File: src/bclru_pkg.sv
// ---------------------------------------------------------------------------
// bclru_pkg
// Types, codes and constants shared by the block cache replacement logic.
// ---------------------------------------------------------------------------
package bclru_pkg;

	localparam int DEF_NUM_BLOCKS = 1024;
	localparam int BLK_W          = 10;
	localparam int CNT_W          = 11;
	localparam int STAMP_W        = 32;

	localparam logic [1:0] KIND_READ  = 2'd0;
	localparam logic [1:0] KIND_WRITE = 2'd1;
	localparam logic [1:0] KIND_MISS  = 2'd2;
	localparam logic [1:0] KIND_BAD   = 2'd3;

	localparam logic [2:0] STAT_LOADED       = 3'd0;
	localparam logic [2:0] STAT_LOADED_EVICT = 3'd1;
	localparam logic [2:0] STAT_NOTED        = 3'd2;
	localparam logic [2:0] STAT_BAD_BLOCK    = 3'd3;
	localparam logic [2:0] STAT_RESIDENT     = 3'd4;
	localparam logic [2:0] STAT_ABSENT       = 3'd5;

	localparam logic [1:0] REG_CAPACITY = 2'd0;
	localparam logic [1:0] REG_PINNED   = 2'd1;
	localparam logic [1:0] REG_BLOCKS   = 2'd2;

	localparam logic [CNT_W-1:0] RST_CAPACITY = 11'd10;
	localparam logic [BLK_W-1:0] RST_PINNED   = 10'd1;
	localparam logic [CNT_W-1:0] RST_BLOCKS   = 11'd1024;

	typedef struct packed {
		logic [1:0]       kind;
		logic [BLK_W-1:0] block;
	} bclru_cmd_t;

	typedef struct packed {
		logic [2:0]         status;
		logic [BLK_W-1:0]   evicted_block;
		logic               evicted_dirty;
		logic [STAMP_W-1:0] miss_count;
	} bclru_result_t;

	typedef struct packed {
		logic valid;
		logic accessed;
		logic dirty;
	} bclru_marks_t;

	typedef struct packed {
		logic               cand;
		logic               dirty;
		logic [STAMP_W-1:0] key;
	} bclru_cand_t;

	typedef struct packed {
		logic found;
		logic dirty;
	} bclru_sel_t;

	typedef enum logic [2:0] {
		ST_CLEAR,
		ST_IDLE,
		ST_LOOK,
		ST_SCAN,
		ST_EVICT,
		ST_LOAD
	} bclru_state_t;

endpackage

File: src/bclru_minsel.sv
// ---------------------------------------------------------------------------
// bclru_minsel
// Running minimum over a stream of candidates; the earliest candidate fed wins ties.
// ---------------------------------------------------------------------------
module bclru_minsel #(
	parameter int IDX_W = 10
) (
	input  logic                    clk,
	input  logic                    arst_n,
	input  logic                    clear,
	input  bclru_pkg::bclru_cand_t  feed,
	input  logic [IDX_W-1:0]        feed_idx,
	output bclru_pkg::bclru_sel_t   sel,
	output logic [IDX_W-1:0]        best_idx
);
	import bclru_pkg::*;

	logic               found_q;
	logic               dirty_q;
	logic [STAMP_W-1:0] key_q;
	logic [IDX_W-1:0]   idx_q;
	logic               take;

	assign take = feed.cand && (!found_q || (feed.key < key_q));

	always_ff @(posedge clk or negedge arst_n) begin
		if (!arst_n) begin
			found_q <= 1'b0;
		end else if (clear) begin
			found_q <= 1'b0;
		end else if (take) begin
			found_q <= 1'b1;
		end
	end

	always_ff @(posedge clk) begin
		if (take && !clear) begin
			key_q   <= feed.key;
			idx_q   <= feed_idx;
			dirty_q <= feed.dirty;
		end
	end

	assign sel.found = found_q;
	assign sel.dirty = dirty_q;
	assign best_idx  = idx_q;

endmodule

File: config.mk
export PLATFORM = sky130hd
export DESIGN_NAME = bclru_minsel
export DESIGN_NICKNAME = d
export VERILOG_FILES = /design/src/bclru_pkg.sv /design/src/bclru_minsel.sv
export SDC_FILE = /design/constraint.sdc
export NUM_CORES = 1
export LEC_CHECK = 0
export BUFFER_PORTS_ARGS = -buffer_cell sky130_fd_sc_hd__buf_4
export CAP_MARGIN = 20
export CORE_MARGIN = 5
export CORE_UTILIZATION = 54
export CTS_BUF_LIST = sky130_fd_sc_hd__clkbuf_8
export DETAILED_ROUTE_END_ITERATION = 16
export PLACE_DENSITY = 0.81
export SKIP_CTS_REPAIR_TIMING = 1
export SYNTH_ARGS = -nofsm -noshare
export SYNTH_HDL_FRONTEND = slang
export SYNTH_SLANG_ARGS = --single-unit
File: constraint.sdc
create_clock -name clk -period 5.5 [get_ports clk]
set_clock_uncertainty 0.15 [all_clocks]
set_input_delay 0.275 -clock clk [delete_from_list [all_inputs] [get_ports clk]]
set_output_delay 0.275 -clock clk [all_outputs]
set_load 0.05 [all_outputs]
# After elaboration in Yosys (flattened, before gate mapping)
# Cells that the tools add are included.
dict set report word_totals {
  inputBits 47
  elab_cells 13
  output_inout_bits 12
  register_bits 44
}
dict set report classes {
  muxes 2
  n_reduce_logical 6
  n_lt_le_gt_ge 1
}
# op n
set op_table {}
lappend op_table {{$lt 32x32->1} 1}
lappend op_table {{$logic_and 1x1->1} 2}
lappend op_table {{$logic_not 1->1} 2}
lappend op_table {{$mux 1} 2}
lappend op_table {{$reduce_bool 2->1} 1}
lappend op_table {{$logic_or 1x1->1} 1}

# Depth between registers and ports, before layout
# Gate-level depths: netlist of the first run.
dict set report depth {
  depth_word 5
  ltp_mapped 8
  mapped_depth_nobuf 8
}

# Least setup slack after synthesis of the first run
# Ideal clock, no wire load.
dict set report synth_path {
  path_kind {flip-flop to flip-flop}
  from {register key_q[25]}
  to {register idx_q[0] (netlist: best_idx[0]), enable pin}
  t_required_ns 4.901
  period_less_slack_ns 3.853
  path_buffers 0
  setup_ns 0.449
  arrival_time_ns 3.255
  path_stages_with_launch 8
  path_slack_ns 1.647
  cell_sequence {edfxtp_1 inv_1 ha_1 a21o_1 a21o_1 a211oi_1 nand3_1 o21ai_1}
}
dict set report synth_between {
  elab_chain_cells 4
}
# element line
set synth_rtl {}
lappend synth_rtl {{from (decl)} bclru_minsel.sv:20} ;# logic [STAMP_W-1:0] key_q;
lappend synth_rtl {{from (signal assigned)} bclru_minsel.sv:38} ;# key_q <= feed.key;
lappend synth_rtl {{$lt 32x32->1} bclru_minsel.sv:24} ;# assign take = feed.cand && (!found_q || (feed.key < key_q));
lappend synth_rtl {{$logic_or 1x1->1} bclru_minsel.sv:24}
lappend synth_rtl {{$logic_and 1x1->1} bclru_minsel.sv:24}
lappend synth_rtl {{$logic_and 1x1->1} bclru_minsel.sv:37} ;# if (take && !clear) begin
lappend synth_rtl {{to (signal assigned)} bclru_minsel.sv:39} ;# idx_q <= feed_idx;
lappend synth_rtl {{to (decl)} bclru_minsel.sv:21} ;# logic [IDX_W-1:0] idx_q;
# No other way between the ends.
# A chain may end at the register's enable or synchronous reset.

# Final worst setup path of the first run
dict set report layout_path {
  from {register key_q[25]}
  to {register key_q[18], enable pin}
}
dict set report layout_between {
  elab_chain_cells 4
}
# element line
set layout_rtl {}
lappend layout_rtl {{$lt 32x32->1} bclru_minsel.sv:24}
lappend layout_rtl {{$logic_or 1x1->1} bclru_minsel.sv:24}
lappend layout_rtl {{$logic_and 1x1->1} bclru_minsel.sv:24}
lappend layout_rtl {{$logic_and 1x1->1} bclru_minsel.sv:37}
# No other way between the ends.

==> impl_results.md, run 1 <==
* Status: finished clean
* Max_cap viols at 0
* Dominant synthesized flop cell: edfxtp_1
* Wire per inst at about 15 µm
* Max FO, Critical Path at 27
* Max Fclk at between 0.3 and 0.4 GHz
* Die W at ~73 µm
* Multi-input combinational cell area at just over 700 µm²
* Worst-case clock buffer depth at 2
* Post-synth top area cell: edfxtp_1
* First-pass GRT wire length at ~6400 µm
* Site row count at 23
* CTS tree: yes
* Synth-to-layout area growth at 33.70%
* Top Ports at about 60
* Initial DRC count at 80
* Antenna Nets Post-Route at 0
* Clock Pin Slew Worst Setup and Hold Paths at approximately 0.08 ns
* Die Y at about 73 µm
* R2r startpoint: key_q[25]
* Syn avg cell area at around 14 µm²
* Pleak at around 0.0014 µW
* Post-synthesis compound-gate area fraction at 0.08964
* Adder-cell share of the synthesized area at 0.1804
* Post-synth EDFFs at 43
* Clock latency on the worst-skew pair at about 0.29 ns
* CTS Buf Count at 5
* Post-DP HPWL at ~3200 µm
* Nets at about 310
* ANT cells at 0
* H-tree depth reported by CTS at 2
* Synthesized area at 0.002150 mm²
* Final GP Congestion at about 0.8
* Fillers at 253
* Die area at about 0.0053 mm²
* Unrepaired setup endpoints after global routing: false
* Synth cell count leaders: edfxtp_1, inv_1, ha_1
* Post-route DRC at 0
* Core footprint at slightly below 0.004 mm²
* Number of global-route vias before repair at 1495
* Rel. slew slack at 0.6286
* Crit end category: flip-flop
* FF+latch count, synth at 44
* Mapped Cells at 156
* Crit Path Category: flip-flop to flip-flop
* Port bufs at 58
* Initial core utilization at 0.5452
* Setup violators final at 0
* Seq. cell area at 0.001316 mm²
* Largest family of logic cells by synthesized area: adder cells
* Via count at 1432
* DRT Pass-1 Iters at 4
* PD cells at ~280 mW/mm²
* Max-slew violations at 0
* Final Hold Fails at 0
* Root Driver: clkbuf_8
* Slew @ Worst Pin at 0.5550 ns
* Crit path DAT at between 2 and 3 ns
* Final period demand of the worst path at 2.919 ns
* Synth Area in XOR/XNOR at 0
* Post-DR vias/cell at between 5 and 6
* Share of Yosys cell area claimed by the top area cell type at 0.6007
* Grt ovf at 0
* Worst setup startpoint: key_q[25]
* Startpoint types: flip-flop
* Count leader, synth: edfxtp_1
* Simple logic cell fraction of the synthesized area at 0.05471
* GRT Util Overall at 0.1603
* Layout cells sized above 1 at 0.3021
* Worst min path class: input port to flip-flop
* Most area-consuming cells after synthesis: edfxtp_1, ha_1, inv_1
* Mux contribution to synthesized area at 0
* Synth warn at 0
* Sum of negative setup slack at 0 ns
* Final worst slack at about 2.6 ns
* Async SR Flop Fraction at 0.02273
* Dpl ws at about 2.5 ns
* Worst VDD drop at around 0.17 mV
* Initial antenna violation count at 0
* Period utilisation layout at 0.5307
* Post-synthesis cell type count at 26
* Register area share after synthesis at 0.6123
* Syn Nets at 234
* Min Hold Slack at approximately 0.014 ns
* CP Data Required Time at roughly 5.3 ns
* Largest net degree at the start of global routing at 28
* Post-Route WL at ~4200 µm
* Hold Path Origin: feed[25]
* CTS Sinks at 44
registers in the layout, indices dropped and copies added (netlist names):
register / flops
key_q: 32
dirty_q: 1
found_q: 1
best_idx: 10
where the power goes:
part | leakage, µW | total [µW] | switching (µW) | internal [µW]
Combinational | 0.000888 | 187 | 108 | 79.4
Sequential | 0.000424 | 424 | 10.1 | 414
Clock | 0.0000453 | 190 | 104 | 86.2
through the flow:
| stage | power (µW) | instances | util | instance area, µm² |
|---|---|---|---|---|
| floorplan | 544.0 | 156 | - | 2150 |
| global placement | 600.6 | 263 | 0.6725 | 2651 |
| detailed placement | 611.9 | 263 | 0.6725 | 2651 |
| CTS | 803.7 | 271 | 0.6934 | 2734 |
| global route | 841.9 | 285 | 0.7290 | 2874 |
| finish | 801.5 | 285 | 0.7290 | 2874 |
layer usage:
layer	routed length, µm	up-vias	track usage
met5	0	-	0
met4	101	0	0.09221
met3	262	9	0.04821
met2	2096	42	0.2602
met1	1696	659	0.1871
li1	-	722	-
critical path, cell delays in order, from the launching register on:
cell and delay, ns:
edfxtp_1 0.37, inv_1 0.07, ha_1 0.24, a21o_1 0.18
a21o_1 0.18, a211oi_1 0.31, nand3_1 0.17, o21ai_4 0.48
buf_4 0.43
final timing paths:
path | to | slack, ns | depth (start not counted)
max in group asynchronous | found_q | 4.98 | 2
min | key_q[25] | 0.01 | 1
min in group asynchronous | found_q | 0.14 | 2
max reg2reg | key_q[18] | 2.58 | 8
max | key_q[18] | 2.58 | 8
min reg2reg | found_q | 0.43 | 2
logic make-up (layout without fill, tap and decap cells):
group                      count (synthesis)  after routing
DFF                                       44             44
adders and majority gates                 31             31
and+or+nand+nor                           21             21
buffers and inverters                     34            113
AOI/OAI and AO/OA                         26             26
cell type report:
type	count	area share
sequential	44	0.4580
multi-input combinational	78	0.2468
timing repair buffer	73	0.2029
inverter	32	0.04179
clock buffer	5	0.02394
tap	50	0.02177
clock inverter	3	0.004789
cells in the final DEF, fill, tap and decap left out, types with 2 or more instances in the layout:
master / n
inv_1: 32
nor2_1: 3
nand3_1: 5
edfxtp_1: 43
clkinv_2: 2
ha_1: 31
clkbuf_8: 5
a21o_1: 7
nand4_1: 5
buf_4: 59
nand2_1: 4
a21oi_1: 8
dlygate4sd3_1: 14
(Power assumes the default switching activity.)
==> inputs of run 2 (changes only) <==
--- a/config.mk
+++ b/config.mk
@@ -5,6 +5,7 @@
 export SDC_FILE = /design/constraint.sdc
 export NUM_CORES = 1
 export LEC_CHECK = 0
+export ABC_AREA = 1
 export BUFFER_PORTS_ARGS = -buffer_cell sky130_fd_sc_hd__buf_4
 export CAP_MARGIN = 20
 export CORE_MARGIN = 5
==> constraint.sdc (replaced) <==
create_clock -name clk -period 2.8 [get_ports clk]
set_clock_uncertainty 0.15 [all_clocks]
set_input_delay 0.14 -clock clk [delete_from_list [all_inputs] [get_ports clk]]
set_output_delay 0.14 -clock clk [all_outputs]
set_load 0.05 [all_outputs]
==> run 2 against run 1 <==
Power grew 93%. Worst setup slack worse by 2.2 ns. Count of clock-buffer cells in the layout did not move. Sequential cell count unchanged. Sequential share of layout area is 5.7 points lower. Register-to-register slack worse by 2.1 ns. Non-clock buffer count up 34. Via count up 17%. Hold slack better by 0.38 ns. Synthesized cell count rose by 17%.
==> impl_results.md, run 2 <==
* First-pass GRT wire length at 6251 µm (was 6417 µm)
* Register area share after synthesis at 0.6046 (was 0.6123)
* H-tree depth reported by CTS at 2 (unchanged)
* Unrepaired setup endpoints after global routing: false (unchanged)
* Antenna Nets Post-Route at 0 (unchanged)
* Final period demand of the worst path at between 2 and 2.5 ns
* FF+latch count, synth at 44 (unchanged)
* PD cells at 471.5 mW/mm² (was 278.9 mW/mm²)
* Slew @ Worst Pin at 0.2525 ns (was 0.5550 ns)
* Share of Yosys cell area claimed by the top area cell type at 0.5931 (was 0.6007)
* Flop2flop setup slack at 0.51 ns (was 2.58 ns)
* Clock latency on the worst-skew pair at 0.30 ns (was 0.29 ns)
* Fillers at 219 (was 253)
* Port bufs at 58 (unchanged)
* Layout cells sized above 1 at 0.2500 (was 0.3021)
* Grt ovf at 0 (unchanged)
* CTS Buf Count at 5 (unchanged)
* Max reg flops at 32 (unchanged)
* Die Y at 73.50 µm (was 73.09 µm)
* Initial antenna violation count at 0 (unchanged)
* CTS Sinks at 44 (unchanged)
* GRT Util Overall at 0.1537 (was 0.1603)
* RR Endpoint: key_q[1] (was key_q[18])
* Initial DRC count at 64 (was 80)
* Clock network fraction of total power at 0.326 (was 0.237)
* Post-synth EDFFs at 43 (unchanged)
* Max FO, Critical Path at 34 (was 27)
* Seq. cell area at 0.001316 mm² (unchanged)
* Psw at 379.0 µW (was 221.8 µW)
* Die W at 73.50 µm (was 73.09 µm)
* WHS Path Cells at 5 (was 1)
* Count leader, synth: edfxtp_1 (unchanged)
* P_int at 1169 µW (was 579.7 µW)
* Mapped Cells at 183 (was 156)
* Largest net degree at the start of global routing at 35 (was 28)
* GRT met3 Usage at 0.05062 (was 0.04821)
* Cells after DPL at 291 (was 263)
* Die area at 0.005402 mm² (was 0.005342 mm²)
* Min-Delay Endpoint: key_q[15] (was key_q[25])
* Initial core utilization at 0.5522 (was 0.5452)
* Worst min path class: input port to flip-flop (unchanged)
* Site row count at 23 (unchanged)
* Hold Path Origin: feed[33] (was feed[25])
* Via count at 1678 (was 1432)
* Final GP Congestion at 0.7408 (was 0.8120)
* Startpoint types: input port (was flip-flop)
* R2r startpoint: key_q[27] (was key_q[25])
* Crit end category: flip-flop (unchanged)
* Post-synth top area cell: edfxtp_1 (unchanged)
* Worst-case clock buffer depth at 2 (unchanged)
* Synth cell count leaders: edfxtp_1, inv_1, ha_1 (unchanged)
* R2R depth at 10 (was 8)
* DRT Pass-1 Iters at 4 (unchanged)
* Sequential share of power at 0.496 (was 0.529)
* Most area-consuming cells after synthesis: edfxtp_1, ha_1, inv_1 (unchanged)
* Pleak at 0.001540 µW (was 0.001357 µW)
* Clock Pin Slew Worst Setup and Hold Paths at 0.09 ns (was 0.08 ns)
* CP Data Required Time at 2.65 ns (was 5.31 ns)
* Syn Nets at 261 (was 234)
* Post-route DRC at 0 (unchanged)
* Max-slew violations at 0 (unchanged)
* Largest reg by FF count: key_q (unchanged)
* Post-synthesis cell type count at 17 (was 26)
* Root Driver: clkbuf_8 (unchanged)
* Synthesized area at 0.002177 mm² (was 0.002150 mm²)
* Crit Path Category: input port to flip-flop (was flip-flop to flip-flop)
* Period utilisation layout at 0.8672
* Commonest non-fill, non-tap cell in the layout: buf_4 (unchanged)
* Async SR Flop Fraction at 0.02273 (unchanged)
* Multi-input combinational cell area at 703.2 µm² (was 709.4 µm²)
* Core footprint at 0.003943 mm² (unchanged)
* Final Hold Fails at 0 (unchanged)
* Crit path DAT at 2.28 ns (was 2.73 ns)
* Most frequent cells in the layout: buf_4, dlygate4sd3_1, edfxtp_1 (was buf_4, edfxtp_1, inv_1)
* Post-DR vias/cell at 4.836 (was 5.025)
* Wire per inst at 14.81 µm (was 14.58 µm)
* Max_cap viols at 0 (unchanged)
* Nets at 373 (was 312)
* Rel. slew slack at 0.8299 (was 0.6286)
* Synth-to-layout area growth at 50.80% (was 33.70%)
* Synth warn at 0 (unchanged)
* GR Util met2 at 0.2608 (was 0.2602)
* Grt met1 use at 0.1844 (was 0.1871)
* Worst VDD drop at 0.3781 mV (was 0.1741 mV)
* Non-Filler Instances at 347 (was 285)
* Dominant synthesized flop cell: edfxtp_1 (unchanged)
* Post-Route WL at 5140 µm (was 4156 µm)
* CTS tree: yes (unchanged)
* Status: finished clean (unchanged)
* Setup violators final at 0 (unchanged)
* Top Ports at 59 (unchanged)
* Switching share of power at 0.2448 (was 0.2767)
* Syn avg cell area at 11.90 µm² (was 13.78 µm²)
* Max Fclk at between 0.4 and 0.5 GHz
* Post-DP HPWL at 2982 µm (was 3185 µm)
* Sum of negative setup slack at 0 ns (unchanged)
* Gr busiest metal: met2 (unchanged)
* Logic pwr share at 0.179 (was 0.233)
* Number of global-route vias before repair at 1485 (was 1495)
run 2: cell types whose count changed in the layout (fill, tap and decap cells not counted), moves of 4 or more:
cell,change
a21o_1,-7
a21oi_1,+5
dlygate4sd3_1,+33
inv_1,+8
nand2_1,+25
nand4_1,-4
nor2_1,+6
run 2: worst max path at each step:
stage | cells after the start | endpoint | startpoint
finish | 11 | key_q[1] | feed[27]
global route | 11 | key_q[19] | feed[27]
CTS | 10 | key_q[21] | key_q[27]
detailed placement | 9 | best_idx[5] | key_q[23]
floorplan | 11 | best_idx[0] | key_q[5]
global placement | 10 | best_idx[3] | key_q[29]
run 2: per-stage QoR:
stage | power, µW | hold WS, ns | util | cell area, µm² | setup slack, ns
after global placement | 987.9 | -0.2322 | 0.6836 | 2695 | 0.7350
final | 1548 | 0.3899 | 0.8328 | 3283 | 0.3718
after floorplan | 899.7 | -0.3056 | - | 2185 | 0.3419
after CTS | 1495 | -0.5575 | 0.7128 | 2810 | 0.6224
after detailed placement | 996.1 | -0.2339 | 0.6836 | 2695 | 0.6744
after global routing | 1615 | 0.3962 | 0.8321 | 3281 | 0.2197
run 2: layer usage:
layer	vias to the layer above	share of wire
met5	-	0
met4	0	0.017
met3	9	0.062
met2	52	0.54
met1	781	0.38
li1	836	-
run 2: worst max-delay path, stage by stage:
cell and delay [ns]:
dlygate4sd3_1 0.55, buf_4 0.15, ha_1 0.32, a21oi_1 0.22, o21ai_1 0.09, nand2_1 0.06
nand3_1 0.07, nor2_1 0.14, nand2_1 0.11, a21oi_4 0.18, buf_12 0.24
run 2: cell type report:
cell class | count | area share
multi-input cells | 97 | 0.2142
repair buffers | 107 | 0.2843
inverters | 40 | 0.04573
diodes | 1 | 0.0007622
well taps | 50 | 0.01905
flip-flops and latches | 44 | 0.4009
clock buffers | 5 | 0.02096
clock inverters | 3 | 0.01410
run 2: kinds of logic after synthesis:
group / count (synthesis) / share of synthesized area
simple gates: 44 / 0.08276
buf+inv: 42 / 0.07586
compound gates: 22 / 0.05861
flops: 44 / 0.6046
fa+ha+maj: 31 / 0.1782
run 2: power by group through the flow:
stage                     registers, µW  clock network, µW  logic [µW]
after global placement              781                  0         207
after detailed placement            782                  0         214
after global routing                770                541         303
after floorplan                     803                  0        96.6
final                               768                504         276
after CTS                           767                510         217
